### src/sv/tsg_pkg.sv
// shared constants, types and the quarter-wave sine rom for the tone sweep generator
// no dependencies; every other file imports this package
`timescale 1ns / 1ps

package tsg_pkg;

    // sine table and index sizing
    localparam int SINE_TABLE_DEPTH = 1024;
    localparam int INDEX_WIDTH      = 16;
    localparam int SINE_AW          = $clog2(SINE_TABLE_DEPTH);
    localparam int QTR_AW           = SINE_AW - 2;
    localparam int QTR_DEPTH        = SINE_TABLE_DEPTH / 4;

    // field and register widths
    localparam int IDX_W        = 16;
    localparam int SAMPLE_W     = 16;
    localparam int START_W      = 31;
    localparam int CHIRP_W      = 48;
    localparam int CHIRP_HALF_W = CHIRP_W / 2;
    localparam int AMP_W        = 15;
    localparam int LEN_W        = 16;
    localparam int RECIP_W      = 17;
    localparam int ENV_W        = 17;
    localparam int PHASE_W      = 32;
    localparam int MAG_W        = 15;
    localparam int CFG_DATA_W   = 48;
    localparam int CFG_IDX_W    = 3;
    localparam int NUM_STAGES   = 7;

    localparam logic [ENV_W-1:0] ENV_FULL = 17'h10000;
    localparam logic [IDX_W-1:0] IDX_MASK =
        (INDEX_WIDTH >= IDX_W) ? {IDX_W{1'b1}} : IDX_W'((32'd1 << INDEX_WIDTH) - 32'd1);

    // configuration register map
    typedef enum logic [CFG_IDX_W-1:0] {
        CFG_START_STEP = 3'd0,
        CFG_CHIRP_STEP = 3'd1,
        CFG_AMPLITUDE  = 3'd2,
        CFG_LENGTH     = 3'd3,
        CFG_FADE       = 3'd4,
        CFG_FADE_RECIP = 3'd5
    } t_cfg_idx;

    typedef struct packed {
        logic [START_W-1:0]        start_phase_step;
        logic signed [CHIRP_W-1:0] chirp_step;
        logic [AMP_W-1:0]          amplitude;
        logic [LEN_W-1:0]          length_samples;
        logic [LEN_W-1:0]          fade_samples;
        logic [RECIP_W-1:0]        fade_recip;
    } t_cfg;

    // per-stage load strobes and valid bits
    typedef struct packed {
        logic [NUM_STAGES:1] load;
        logic [NUM_STAGES:1] valid;
    } t_pipe_ctl;

    // quarter-wave sine, q30 taylor series to degree 13, scaled to 32767
    localparam logic [63:0] HALF_PI_Q30 = 64'd1686629713;

    function automatic logic [MAG_W-1:0] quarter_sine(input logic [63:0] r);
        logic [63:0]        x;
        logic [63:0]        x2;
        logic [63:0]        term;
        logic signed [63:0] sum;
        logic signed [63:0] v;
        x    = (r * HALF_PI_Q30) >> 30;
        x2   = (x * x) >> 30;
        term = x;
        sum  = $signed(x);
        term = ((term * x2) >> 30) / 64'd6;
        sum  = sum - $signed(term);
        term = ((term * x2) >> 30) / 64'd20;
        sum  = sum + $signed(term);
        term = ((term * x2) >> 30) / 64'd42;
        sum  = sum - $signed(term);
        term = ((term * x2) >> 30) / 64'd72;
        sum  = sum + $signed(term);
        term = ((term * x2) >> 30) / 64'd110;
        sum  = sum - $signed(term);
        term = ((term * x2) >> 30) / 64'd156;
        sum  = sum + $signed(term);
        if (sum < 0) begin
            sum = 64'sd0;
        end
        v = (sum * 64'sd32767 + 64'sd536870912) >>> 30;
        if (v > 64'sd32767) begin
            v = 64'sd32767;
        end
        return v[MAG_W-1:0];
    endfunction

    typedef logic [MAG_W-1:0] t_qrom [QTR_DEPTH];

    function automatic t_qrom build_qrom();
        t_qrom rom;
        for (int j = 0; j < QTR_DEPTH; j++) begin
            rom[j] = quarter_sine(64'(j) << (PHASE_W - SINE_AW));
        end
        return rom;
    endfunction

    localparam t_qrom            QSINE_ROM = build_qrom();
    localparam logic [MAG_W-1:0] SINE_PEAK = quarter_sine(64'd1 << 30);

endpackage

### src/sv/tsg_pipe_ctrl.sv
// valid bits and per-stage ready chain for the seven-stage sample pipeline
// depends on tsg_pkg
`timescale 1ns / 1ps

module tsg_pipe_ctrl (
    input  logic               i_clk,
    input  logic               i_rst_n,
    input  logic               i_in_valid,
    input  logic               i_out_ready,
    output logic               o_in_ready,
    output tsg_pkg::t_pipe_ctl o_ctl
);
    import tsg_pkg::*;

    logic [NUM_STAGES:1]   r_valid;
    logic [NUM_STAGES:1]   n_valid;
    logic [NUM_STAGES+1:1] w_room;
    logic [NUM_STAGES:1]   w_feed;

    assign w_feed = {r_valid[NUM_STAGES-1:1], i_in_valid};

    // a stage may load when it is empty or its content moves on
    always_comb begin
        w_room[NUM_STAGES+1] = i_out_ready;
        for (int k = NUM_STAGES; k >= 1; k--) begin
            w_room[k] = !r_valid[k] || w_room[k+1];
        end
    end

    always_comb begin
        for (int k = 1; k <= NUM_STAGES; k++) begin
            n_valid[k] = w_room[k] ? w_feed[k] : r_valid[k];
        end
    end

    always_ff @(posedge i_clk) begin
        if (!i_rst_n) begin
            r_valid <= '0;
        end else begin
            r_valid <= n_valid;
        end
    end

    assign o_in_ready  = w_room[1];
    assign o_ctl.load  = w_room[NUM_STAGES:1];
    assign o_ctl.valid = r_valid;
endmodule

### config.mk
export PLATFORM = sky130hd
export DESIGN_NAME = tsg_pipe_ctrl
export DESIGN_NICKNAME = d
export VERILOG_FILES = /design/src/sv/tsg_pkg.sv /design/src/sv/tsg_pipe_ctrl.sv
export SDC_FILE = /design/constraint.sdc
export NUM_CORES = 1
export LEC_CHECK = 0
export ABC_AREA = 1
export BUFFER_PORTS_ARGS = -buffer_cell sky130_fd_sc_hd__buf_2
export CAP_MARGIN = 20
export CORE_AREA = 2 2 39 41
export CTS_BUF_LIST = sky130_fd_sc_hd__clkbuf_4 sky130_fd_sc_hd__clkbuf_8
export CTS_CLUSTER_SIZE = 16
export DETAILED_ROUTE_END_ITERATION = 10
export DIE_AREA = 0 0 41 43
export SLEW_MARGIN = 0
export SYNTH_ARGS = -nofsm -noshare
export SYNTH_HDL_FRONTEND = slang
export SYNTH_SLANG_ARGS = --single-unit
### constraint.sdc
create_clock -name i_clk -period 2.3 [get_ports i_clk]
set_clock_uncertainty 0.2 [all_clocks]
set_input_delay 0 -clock i_clk [delete_from_list [all_inputs] [get_ports i_clk]]
set_output_delay 0 -clock i_clk [all_outputs]
set_load 0.005 [all_outputs]
# After elaboration in Yosys (flattened, before gate mapping)
# Cells that the tools add are included.
# W data, S select, Z words.
# word_totals
output_inout_bits	15
inputBits	4
word_cells	21
reg_bits	7
# op_classes
n_reduce_logical	14
# op_table
cell	count
$logic_not A1 Y1	7
$logic_or A1 B1 Y1	7

# Depth between registers and ports, before layout
# Gate-level depths: netlist of the first run.
# logic_depth
ltp_word	8
ltp_mapped	5
ltp_nobuf	5

# Worst setup path after synthesis of the first run
# Ideal clock, no wire load.
# synth_path
kind	flip-flop to flip-flop
startpoint	register r_valid[6] in the netlist's numbering
endpoint	register r_valid[1] in the netlist's numbering
synth_period_minus_slack_ns	1.203
stages_incl_launch_ff	5
required_ns	2.034
setup_ns	0.066
slack_ns	1.097
t_arrival_ns	0.937
path_buffers	0
path_cell_list	dfxtp_1 nand4_4 nor2_4 nand4_2 a21oi_2
# synth_rtl
element	line	text
from (decl)	tsg_pipe_ctrl.sv:15	logic [NUM_STAGES:1] r_valid;
from (signal assigned)	tsg_pipe_ctrl.sv:40	r_valid <= n_valid;

# Final worst setup path of the first run
# layout_path
startpoint	input i_out_ready
endpoint	register r_valid[1] in the netlist's numbering
# layout_via
elab_chain_len	7
# layout_rtl
element	line	text
from (decl)	tsg_pipe_ctrl.sv:9	input logic i_out_ready,
$logic_or A1 B1 Y1 (7 in series)	tsg_pipe_ctrl.sv:26	w_room[k] = !r_valid[k] || w_room[k+1];
# Every way passes these cells.
# A chain may end at the register's enable or synchronous reset.

==> results of run 1 <==
## worst max-delay path by stage
| stage | from | to | slack (ns) | cells after the start |
|---|---|---|---|---|
| floorplan | r_valid[6]$_SDFFE_PN0P_ | r_valid[1]$_SDFFE_PN0P_ | 1.10 | 4 |
| global placement | r_valid[6]$_SDFFE_PN0P_ | r_valid[1]$_SDFFE_PN0P_ | 1.13 | 4 |
| detailed placement | r_valid[6]$_SDFFE_PN0P_ | r_valid[1]$_SDFFE_PN0P_ | 1.08 | 4 |
| CTS | i_out_ready | r_valid[1]$_SDFFE_PN0P_ | 0.52 | 8 |
| global route | i_out_ready | r_valid[1]$_SDFFE_PN0P_ | 0.41 | 8 |
| finish | i_out_ready | r_valid[1]$_SDFFE_PN0P_ | 0.51 | 8 |
## cell usage in the layout (no fill, tap or decap)
cell           instances
a21oi_1                4
a21oi_2                1
dlygate4sd3_1          5
nand2_1                2
nor2_4                 1
inv_1                 10
dfxtp_1                7
nor2_1                 5
nand4_2                1
nand3_2                1
nand4_4                1
clkbuf_4               4
buf_2                 18
## critical path, cell delays in order
cell	delay, ns
dlygate4sd3_1	0.53
buf_2	0.13
inv_1	0.08
nand4_4	0.10
nor2_4	0.15
nand4_2	0.13
a21oi_2	0.13
dlygate4sd3_1	0.54
## stage by stage
stage	hold WS (ns)	power, mW	cell area (um^2)	cells
6_report	0.2794	0.2699	478.0	76
3_3_place_gp	0.04876	0.1416	397.9	67
5_1_grt	0.3188	0.2842	478.0	76
3_5_place_dp	0.05686	0.1419	397.9	67
4_1_cts	0.2875	0.2763	478.0	76
2_1_floorplan	-0.1057	0.1353	295.3	34
## area by class of cell
cell class / instances / area (um^2)
multi-input combinational: 16 / 110.1
fill: 150 / 905.9
inverter: 10 / 37.54
clock buffer: 4 / 30.03
tap: 16 / 20.02
sequential: 7 / 140.1
timing repair buffer: 23 / 140.1
## kinds of logic (layout without fill, tap and decap cells)
kind of cell / count (synthesis) / count (layout) / share of synthesized area
buf+inv: 11 / 37 / 0.1526
flops: 7 / 7 / 0.4746
simple gates: 11 / 11 / 0.2754
compound gates: 5 / 5 / 0.09747
## what timing repair did
action / in CTS / in global routing
setup buffers: 0 / 0
hold endpoints to repair: 7 / 0
gates resized for setup: 0 / 0
hold buffers: 5 / 0
## per-layer routing
metal | vias up | GRT usage | wire, um
li1 | 156 | - | -
met1 | 132 | 0.08795 | 248
met2 | 18 | 0.1281 | 288
met3 | 0 | 0.07853 | 88
met4 | 0 | 0.02000 | 0
met5 | - | 0 | 0
## power groups by stage
stage | Sequential (mW) | Clock (mW) | Combinational (mW)
final | 0.127 | 0.126 | 0.0172
after global routing | 0.128 | 0.137 | 0.0193
after CTS | 0.127 | 0.132 | 0.0174
after detailed placement | 0.130 | 0 | 0.0122
after global placement | 0.130 | 0 | 0.0119
after floorplan | 0.130 | 0 | 0.00551
==> metrics.md, run 1 <==
| Metric | Value |
|---|---|
| Run status | complete, no violations |
| Pre-CTS setup slack | 1.083 ns |
| Source of the worst register-to-register timing path | r_valid[6]$_SDFFE_PN0P_ |
| DIE WIDTH | ~41 um |
| Number of H-tree levels | 1 |
| Async S/R FF share, synth | 0 |
| # diodes | 0 |
| Setup TNS | 0 ns |
| Half-perimeter wire length of the detailed placement result | roughly 470 um |
| Per-cell via count in the routed design | a little over 4 |
| Worst setup slack after layout | 0.5137 ns |
| Cell type contributing the most total cell area after synthesis | dfxtp_1 |
| Fraction of power spent switching nets | 0.2134 |
| Register-to-register setup slack | ~0.56 ns |
| Cell count of the worst hold path | 2 |
| Total number of yosys warnings | 0 |
| Max-slew headroom at the worst pin | 0.8442 |
| Max capacitance violation total | 0 |
| Final count of negative-setup-slack endpoints | 0 |
| Internal Pwr Total | ~0.21 mW |
| WL per Instance | 8.224 um |
| RSZ-0062 raised after global routing | false |
| Detailed Route WL | 625 um |
| Share of the clock period used by the worst path | 0.7766 |
| Register with the highest flop count | r_valid |
| Endpoint arrival time on the critical path | 1.79 ns |
| Fraction of final layout cells sized beyond drive strength 1 | 0.4500 |
| Number of detailed-routing iterations run before antenna repair | 4 |
| Die area | 1763 um^2 |
| Total vias in the final route | 306 |
| Number of buffers created by CTS | 3 |
| Die Ht | 43 um |
| Max Transition Viols Final | 0 |
| Worst-path maximum fanout | 5 |
| Area growth from synthesis to layout | 61.86% |
| Logic pwr share | 0.064 |
| Clock network latency to the later pin of the worst-skew pair | 0.25 ns |
| Total congestion overflow after global routing | 0 |
| Hold Crit Start | r_valid[1]$_SDFFE_PN0P_ |
| Worst reg2reg path depth | 5 |
| Synthesized flop and latch total | 7 |
| Clock period minus worst slack | between 1.5 and 2 ns |
| Number of synthesized flops with an enable pin | 0 |
| Top post-synthesis cells by count | 10 x inv_1, 7 x dfxtp_1, 5 x nor2_1 |
| Post-route antenna net violation count | 0 |
| Most frequent cell after synthesis | inv_1 |
| TritonCTS clock tree | yes |
| Pin count of the biggest net entering global routing | 8 |
| Utilization after layout | 0.3454 |
| Endpoint of the most critical register-to-register path | r_valid[1]$_SDFFE_PN0P_ |
| Data required time of the critical path | 2.30 ns |
| Post-CTS clock slew at the launch and capture registers of the worst setup and hold paths | 0.05 ns |
| Register area share after synthesis | 0.4746 |
| Number of top-level design ports | 19 |
| Peak Freq | 559.8 MHz |
| Largest registers ranked by flip-flop count | r_valid (7) |
| Mapped cell area | around 300 um^2 |
| Number of endpoints with negative hold slack in the final report | 0 |
| Initial antenna violation count | 0 |
| Clock network fraction of total power | 0.465 |
| Share of power burned in registers | 0.471 |
| Count of mapped cells out of synthesis | 34 |
| Transition at the pin with the smallest max-transition slack | 0.2335 ns |
| GP Congestion | 0.6634 |
| Row count | 14 |
| Leading post-synthesis cells by cell area | dfxtp_1 47%, inv_1 13%, nand4_4 7.2%, a21oi_1 6.8%, nor2_1 6.4% |
| All-Layer GR Usage | 0.08669 |
| Post-Synthesis Net Count | 38 |
| Synthesized area divided by synthesized cell count | approximately 8.7 um^2 |
| Layout Nets | between 60 and 70 |
| Number of unique standard cell types used by synthesis | 11 |
| Main synth FF type | dfxtp_1 |
| End point of the most critical hold path | r_valid[2]$_SDFFE_PN0P_ |
| Critical path endpoint category | flip-flop |
| Worst min-delay path category | flip-flop to flip-flop |
| Sw Pwr | 0.05760 mW |
| Vias in the first global route | 266 |
| Startpoint type of the worst setup path | input pin |
| Maximum count of clock buffers along a single path | 2 |
| Core Region | 1384 um^2 |
| Worst vdd ir | around 0.2 mV |
| Number of remaining DRC errors | 0 |
| Number of buffer cells added on primary ports | 18 |
| Initial DRC count | 4 |
| Portion of synthesized cell area occupied by the leading cell type | 0.4746 |
| Number of flip-flops in the largest register | 7 |
| LEAKAGE | 0.2215 nW |
| Root buffer cell | clkbuf_4 |
| Initial cell density of the core | 0.2134 |
| First-pass GRT wire length | 979 um |
| Power per unit of standard cell area | ~560 nW/um^2 |
| Clock Sinks | 7 |
| WS Path Type | input pin to flip-flop |
No activity file was read; power rests on OpenSTA's default activity.
==> run 2: changes to the inputs <==
==> constraint.sdc (replaced) <==
create_clock -name i_clk -period 1.6 [get_ports i_clk]
set_clock_uncertainty 0.2 [all_clocks]
set_input_delay 0 -clock i_clk [delete_from_list [all_inputs] [get_ports i_clk]]
set_output_delay 0 -clock i_clk [all_outputs]
set_load 0.005 [all_outputs]
==> metrics.md, run 2 (synthesis results as in run 1) <==
| Metric | Value |
|---|---|
| Run status | complete, no violations |
| Clock Sinks | 7 (unchanged) |
| Pin count of the biggest net entering global routing | 8 (unchanged) |
| Peak Freq | ~660 MHz |
| Post-route antenna net violation count | 0 (unchanged) |
| Pre-CTS setup slack | 0.3805 ns (-0.7023 ns) |
| RSZ-0062 raised after global routing | false |
| Worst setup slack after layout | 0.09208 ns (-0.4216 ns) |
| Endpoint arrival time on the critical path | 1.45 ns (-0.34 ns) |
| Fraction of final layout cells sized beyond drive strength 1 | 0.4746 (+0.02458) |
| Vias in the first global route | 265 (-0.38%) |
| Combined area of the multi-input logic cells | 112.6 um^2 (+2.3%) |
| WS Path Type | input pin to flip-flop |
| Clock network fraction of total power | 0.463 (-0.002) |
| Worst-path cell chain | dlygate4sd3_1 > buf_2 > inv_1 > nor2_1 > dlygate4sd3_1 |
| Largest registers ranked by flip-flop count | r_valid (7) |
| Total congestion overflow after global routing | 0 (unchanged) |
| GP Congestion | 0.6635 (about the same) |
| Final count of negative-setup-slack endpoints | 0 (unchanged) |
| Post-CTS repair timing setup buffer count | 0 (unchanged) |
| Number of remaining DRC errors | 0 (unchanged) |
| LEAKAGE | 0.2156 nW (-2.7%) |
| Overall power of the completed layout | 0.3841 mW (+42%) |
| Crit-path slowest cell | dlygate4sd3_1 |
| Most common cell after layout, fill and taps aside | buf_2 |
| Number of buffers created by CTS | 3 (unchanged) |
| Fraction of power spent switching nets | 0.2097 (-0.003708) |
| Worst min-delay path category | flip-flop to flip-flop |
| Crit path top cell by count | dlygate4sd3_1 |
| Number of detailed-routing iterations run before antenna repair | 2 (-2) |
| Seq. cell area | 140.1 um^2 (unchanged) |
| Die Ht | 43 um (unchanged) |
| Max Transition Viols Final | 0 (unchanged) |
| Maximum count of clock buffers along a single path | 2 (unchanged) |
| Setup TNS | 0 ns (unchanged) |
| Critical path endpoint category | flip-flop |
| Number of H-tree levels | 1 (unchanged) |
| Utilization after layout | 0.3400 (-0.005425) |
| Startpoint type of the worst setup path | input pin |
| Die area | 1763 um^2 (unchanged) |
| Root buffer cell | clkbuf_4 |
| All-Layer GR Usage | 0.08569 (-0.001008) |
| Row count | 14 (unchanged) |
| Number of flip-flops in the largest register | 7 (unchanged) |
| Max capacitance violation total | 0 (unchanged) |
| Initial cell density of the core | 0.2134 (unchanged) |
| Max-slew headroom at the worst pin | 0.8419 (-0.002297) |
| TritonCTS clock tree | yes |
| Per-cell via count in the routed design | 3.933 (-2.3%) |
| Register with the highest flop count | r_valid |
| Number of buffer cells added on primary ports | 18 (unchanged) |
| Sw Pwr | 0.08055 mW (+40%) |
| Clock period minus worst slack | 1.508 ns |
| Logic pwr share | 0.061 (-0.003) |
| Initial DRC count | 1 (-3) |
| Gate family responsible for the most delay along the worst path | buffers and inverters |
| Area growth from synthesis to layout | 59.32% |
| Share of the clock period used by the worst path | 0.9424 |
| Post-CTS clock slew at the launch and capture registers of the worst setup and hold paths | 0.05 ns (about the same) |
| Power per unit of standard cell area | 816.4 nW/um^2 (+45%) |
| Layout Nets | 64 (-1.5%) |
| # diodes | 0 (unchanged) |
| Worst vdd ir | 0.2909 mV (+42%) |
| Clock network latency to the later pin of the worst-skew pair | 0.25 ns (about the same) |
| Detailed Route WL | 630 um (+0.80%) |
| Internal Pwr Total | 0.3035 mW (+43%) |
| First-pass GRT wire length | 966 um (-1.3%) |
| Initial antenna violation count | 0 (unchanged) |
| Share of power burned in registers | 0.476 (+0.005) |
| Top library cells by usage in the layout, fill and taps aside | 18 x buf_2, 10 x inv_1, 7 x dfxtp_1 |
| WL per Instance | 8.400 um (+2.1%) |
| Transition at the pin with the smallest max-transition slack | 0.2369 ns (+0.003442 ns) |
| Number of top-level design ports | 19 (unchanged) |
| Data required time of the critical path | 1.54 ns (-0.76 ns) |
| Number of inserted filler cells in the final layout | 154 (+2.7%) |
| Buffers plus inverters on the worst setup path | 4 (unchanged) |
| Number of endpoints with negative hold slack in the final report | 0 (unchanged) |
| Half-perimeter wire length of the detailed placement result | 462.2 um (-1.1%) |
| DIE WIDTH | 41 um (unchanged) |
| CP max stage delay | 0.54 ns (about the same) |
| Worst-path maximum fanout | 7 (+2) |
| Placed Area | 397.9 um^2 (unchanged) |
| Total vias in the final route | 295 (-3.6%) |
| Core Region | 1384 um^2 (unchanged) |
| Final Cell Area | 470.5 um^2 (-1.6%) |
run 2: stage by stage:
stage          cells  hold slack (ns)
6_report          75           0.2807
5_1_grt           75           0.3172
2_1_floorplan     34          -0.1057
4_1_cts           75           0.2847
3_5_place_dp      67          0.05686
3_3_place_gp      67          0.04878
run 2: timing repair:
item / CTS / global route
gates resized for setup: 0 / 1
endpoints found under the setup margin: 0 / 1
hold buffers: 4 / 0
endpoints found under the hold margin: 7 / 0
run 2: worst paths after layout:
check | cells past startpoint | to | slack [ns] | startpoint
min | 2 | r_valid[2]$_SDFFE_PN0P_ | 0.28 | r_valid[1]$_SDFFE_PN0P_
min reg2reg | 2 | r_valid[2]$_SDFFE_PN0P_ | 0.28 | r_valid[1]$_SDFFE_PN0P_
max | 5 | r_valid[7]$_SDFFE_PN0P_ | 0.09 | i_rst_n
max reg2reg | 5 | r_valid[7]$_SDFFE_PN0P_ | 0.12 | r_valid[7]$_SDFFE_PN0P_
run 2: power by group through the flow:
stage | clock, mW | combinational, mW | sequential (mW)
finish | 0.178 | 0.0233 | 0.183
detailed placement | 0 | 0.0175 | 0.186
global placement | 0 | 0.0171 | 0.186
global route | 0.197 | 0.0261 | 0.183
floorplan | 0 | 0.00792 | 0.187
CTS | 0.189 | 0.0231 | 0.183
run 2: worst reg2reg max path, cell delays in order (launching register included):
cell	delay (ns)
dfxtp_1	0.38
inv_1	0.07
nor2_2	0.12
nor2_1	0.06
nor2_1	0.07
dlygate4sd3_1	0.54
run 2: final cells by class:
class | instances | share of cell area
Tap cell | 16 | 0.04255
Timing Repair Buffer | 22 | 0.2766
Sequential cell | 7 | 0.2979
Inverter | 10 | 0.07979
Clock buffer | 4 | 0.06383
Multi-Input combinational cell | 16 | 0.2394
run 2: layer usage:
metal  wire [um]  global-route usage  vias to the layer above
li1            -                   -                      152
met1         253             0.09121                      125
met2         292              0.1219                       18
met3          84             0.07853                        0
met4           0             0.02000                        0
met5           0                   0                        -
==> run 3: changes to the inputs <==
--- a/config.mk
+++ b/config.mk
@@ -13,6 +13,7 @@
 export CTS_CLUSTER_SIZE = 16
 export DETAILED_ROUTE_END_ITERATION = 10
 export DIE_AREA = 0 0 41 43
+export GPL_TIMING_DRIVEN = 0
 export SLEW_MARGIN = 0
 export SYNTH_ARGS = -nofsm -noshare
 export SYNTH_HDL_FRONTEND = slang
==> metrics.md, run 3 (synthesis results as in run 1) <==
| Metric | Value |
|---|---|
| Vias in the first global route | 279 (+5.3%) |
| Area growth from synthesis to layout | 68.22% |
| Number of H-tree levels | 1 (unchanged) |
| Crit-path slowest cell | dlygate4sd3_1 |
| Met3 routed wirelength | 85 um (+1.2%) |
| Initial DRC count | 0 (-1) |
| Most common cell after layout, fill and taps aside | buf_2 |
| Worst vdd ir | 0.4106 mV (+41%) |
| Register with the highest flop count | r_valid |
| Run status | finished with violations |
| Initial antenna violation count | 0 (unchanged) |
| # diodes | 0 (unchanged) |
| Layout Nets | 67 (+4.7%) |
| Post-route antenna net violation count | 0 (unchanged) |
| All-Layer GR Usage | 0.09246 (+0.006777) |
| Core Region | 1384 um^2 (unchanged) |
| CP max stage delay | 0.55 ns (about the same) |
| Overall power of the completed layout | 0.3824 mW (-0.44%) |
| Critical path endpoint category | flip-flop |
| LEAKAGE | 0.2284 nW (+5.9%) |
| Setup TNS | 0 ns (unchanged) |
| Pin count of the biggest net entering global routing | 8 (unchanged) |
| Max-slew headroom at the worst pin | 0.8431 (+0.001241) |
| Half-perimeter wire length of the detailed placement result | 472.8 um (+2.3%) |
| Worst min-delay path category | input pin to flip-flop |
| Number of buffer cells added on primary ports | 18 (unchanged) |
| Top library cells by usage in the layout, fill and taps aside | 18 x buf_2, 10 x inv_1, 5 x nor2_1, 5 x dlygate4sd3_1 |
| Total vias in the final route | 307 (+4.1%) |
| Worst setup path startpoint | i_out_ready |
| Number of top-level design ports | 19 (unchanged) |
| Source of the worst register-to-register timing path | r_valid[7]$_SDFFE_PN0P_ |
| Root buffer cell | clkbuf_4 |
| Number of detailed-routing iterations run before antenna repair | 1 (-1) |
| Number of endpoints with negative hold slack in the final report | 2 (+2) |
| Number of remaining DRC errors | 0 (unchanged) |
| WL per Instance | 7.936 um (-5.5%) |
| Met2 WL | 273 um (-6.5%) |
| Max Transition Viols Final | 0 (unchanged) |
| Clock period minus worst slack | 1.517 ns (+0.009529 ns) |
| Endpoint arrival time on the critical path | 1.50 ns (+0.05 ns) |
| Detailed Route WL | 619 um (-1.7%) |
| Max capacitance violation total | 0 (unchanged) |
| Transition at the pin with the smallest max-transition slack | 0.2351 ns (-0.001860 ns) |
| Worst-path maximum fanout | 3 (-4) |
| Max layer used | met3 |
| Maximum count of clock buffers along a single path | 2 (unchanged) |
| Number of inserted filler cells in the final layout | 152 (-1.3%) |
| Die Ht | 43 um (unchanged) |
| Data required time of the critical path | 1.59 ns (+0.05 ns) |
| RSZ-0062 raised after global routing | false |
| Clock network latency to the later pin of the worst-skew pair | 0.25 ns (about the same) |
| Initial cell density of the core | 0.2134 (unchanged) |
| Fraction of final layout cells sized beyond drive strength 1 | 0.5161 (+0.04155) |
| Number of flip-flops in the largest register | 7 (unchanged) |
| Row count | 14 (unchanged) |
| Startpoint type of the worst setup path | input pin |
| Hold Crit Start | i_out_ready |
| Share of the clock period used by the worst path | 0.9484 (+0.005956) |
| Power per unit of standard cell area | 769.8 nW/um^2 (-5.7%) |
| Failing checks | hold timing |
| Post-CTS clock slew at the launch and capture registers of the worst setup and hold paths | 0.05 ns (about the same) |
| DIE WIDTH | 41 um (unchanged) |
| TritonCTS clock tree | yes |
| Crit path top cell by count | nor2_1 |
| WL met1 | 261 um (+3.2%) |
| Total congestion overflow after global routing | 0 (unchanged) |
| Clock Sinks | 7 (unchanged) |
| First-pass GRT wire length | 1.028 mm (+6.4%) |
| WS Path Type | input pin to flip-flop |
| Per-cell via count in the routed design | 3.936 (about the same) |
| Largest registers ranked by flip-flop count | r_valid (7) |
| Peak Freq | 659.0 MHz (-0.63%) |
| Die area | 1763 um^2 (unchanged) |
| Number of buffers created by CTS | 3 (unchanged) |
| Worst-path cell chain | buf_2 > dlygate4sd3_1 > nor2_1 > nor2_1 > dlygate4sd3_1 > nor2_1 |
| Hold Worst Slack | -0.01620 ns (-0.2969 ns) |
| Final count of negative-setup-slack endpoints | 0 (unchanged) |
| GP Congestion | 0.6016 (-9.3%) |
run 3: cell types whose count changed in the layout (fill, tap and decap cells not counted):
cell / previous run / this run
nor2_1: 4 / 5
dfxtp_1: 7 / 4
buf_4: 0 / 2
dfxtp_2: 0 / 3
nor2_2: 1 / 0
dlygate4sd3_1: 4 / 5
run 3: final timing paths:
path | endpoint | slack [ns] | cells past startpoint
worst max-delay path | r_valid[7]$_SDFFE_PN0P_ | 0.08 | 6
worst min-delay path | r_valid[4]$_SDFFE_PN0P_ | -0.02 | 6
worst max register to register | r_valid[7]$_SDFFE_PN0P_ | 0.10 | 5
worst min register to register | r_valid[6]$_SDFFE_PN0P_ | 0.28 | 2
run 3: worst max-delay path, delay by kind of cell:
| family | cells | cell delay, ns |
|---|---|---|
| buffers and inverters | 3 | 1.19 |
| and+or+nand+nor | 3 | 0.30 |
run 3: routing by layer:
| layer | track usage | vias up |
|---|---|---|
| met1 | 0.08710 | 132 |
| met3 | 0.07853 | 0 |
| met5 | 0 | - |
| met2 | 0.1375 | 18 |
| met4 | 0.04000 | 0 |
| li1 | - | 157 |
run 3: power breakdown:
group | switching, mW | internal [mW]
Sequential | 0.00417 | 0.179
Clock | 0.0641 | 0.112
Combinational | 0.0101 | 0.0132
Total | 0.0784 | 0.304
run 3: what timing repair did:
item                                    4_1_cts  5_1_grt
gates resized for setup                       0        3
setup buffers                                 0        1
hold endpoints to repair                      7        1
hold buffers                                  4        1
endpoints found under the setup margin        0        2
run 3: per-stage QoR:
| step | util | hold WS [ns] | worst slack [ns] | cells | cell area (um^2) |
|---|---|---|---|---|---|
| floorplan | - | -0.1057 | 0.3968 | 34 | 295.3 |
| global placement | 0.2929 | 0.04899 | 0.3063 | 68 | 405.4 |
| detailed placement | 0.2929 | 0.05053 | 0.2890 | 68 | 405.4 |
| CTS | 0.3436 | -0.1362 | 0.002770 | 76 | 475.5 |
| global route | 0.3590 | 0.03977 | 0.01153 | 78 | 496.7 |
| finish | 0.3590 | -0.01620 | 0.08255 | 78 | 496.7 |
run 3: final cells by class:
class                           count  area, um^2  area share
Clock buffer                        4       30.03     0.06045
Buffer                              1       7.507     0.01511
Sequential cell                     7       143.9      0.2897
Inverter                           10       37.54     0.07557
Tap cell                           16       20.02     0.04030
Timing Repair Buffer               24       147.6      0.2972
Multi-Input combinational cell     16       110.1      0.2217
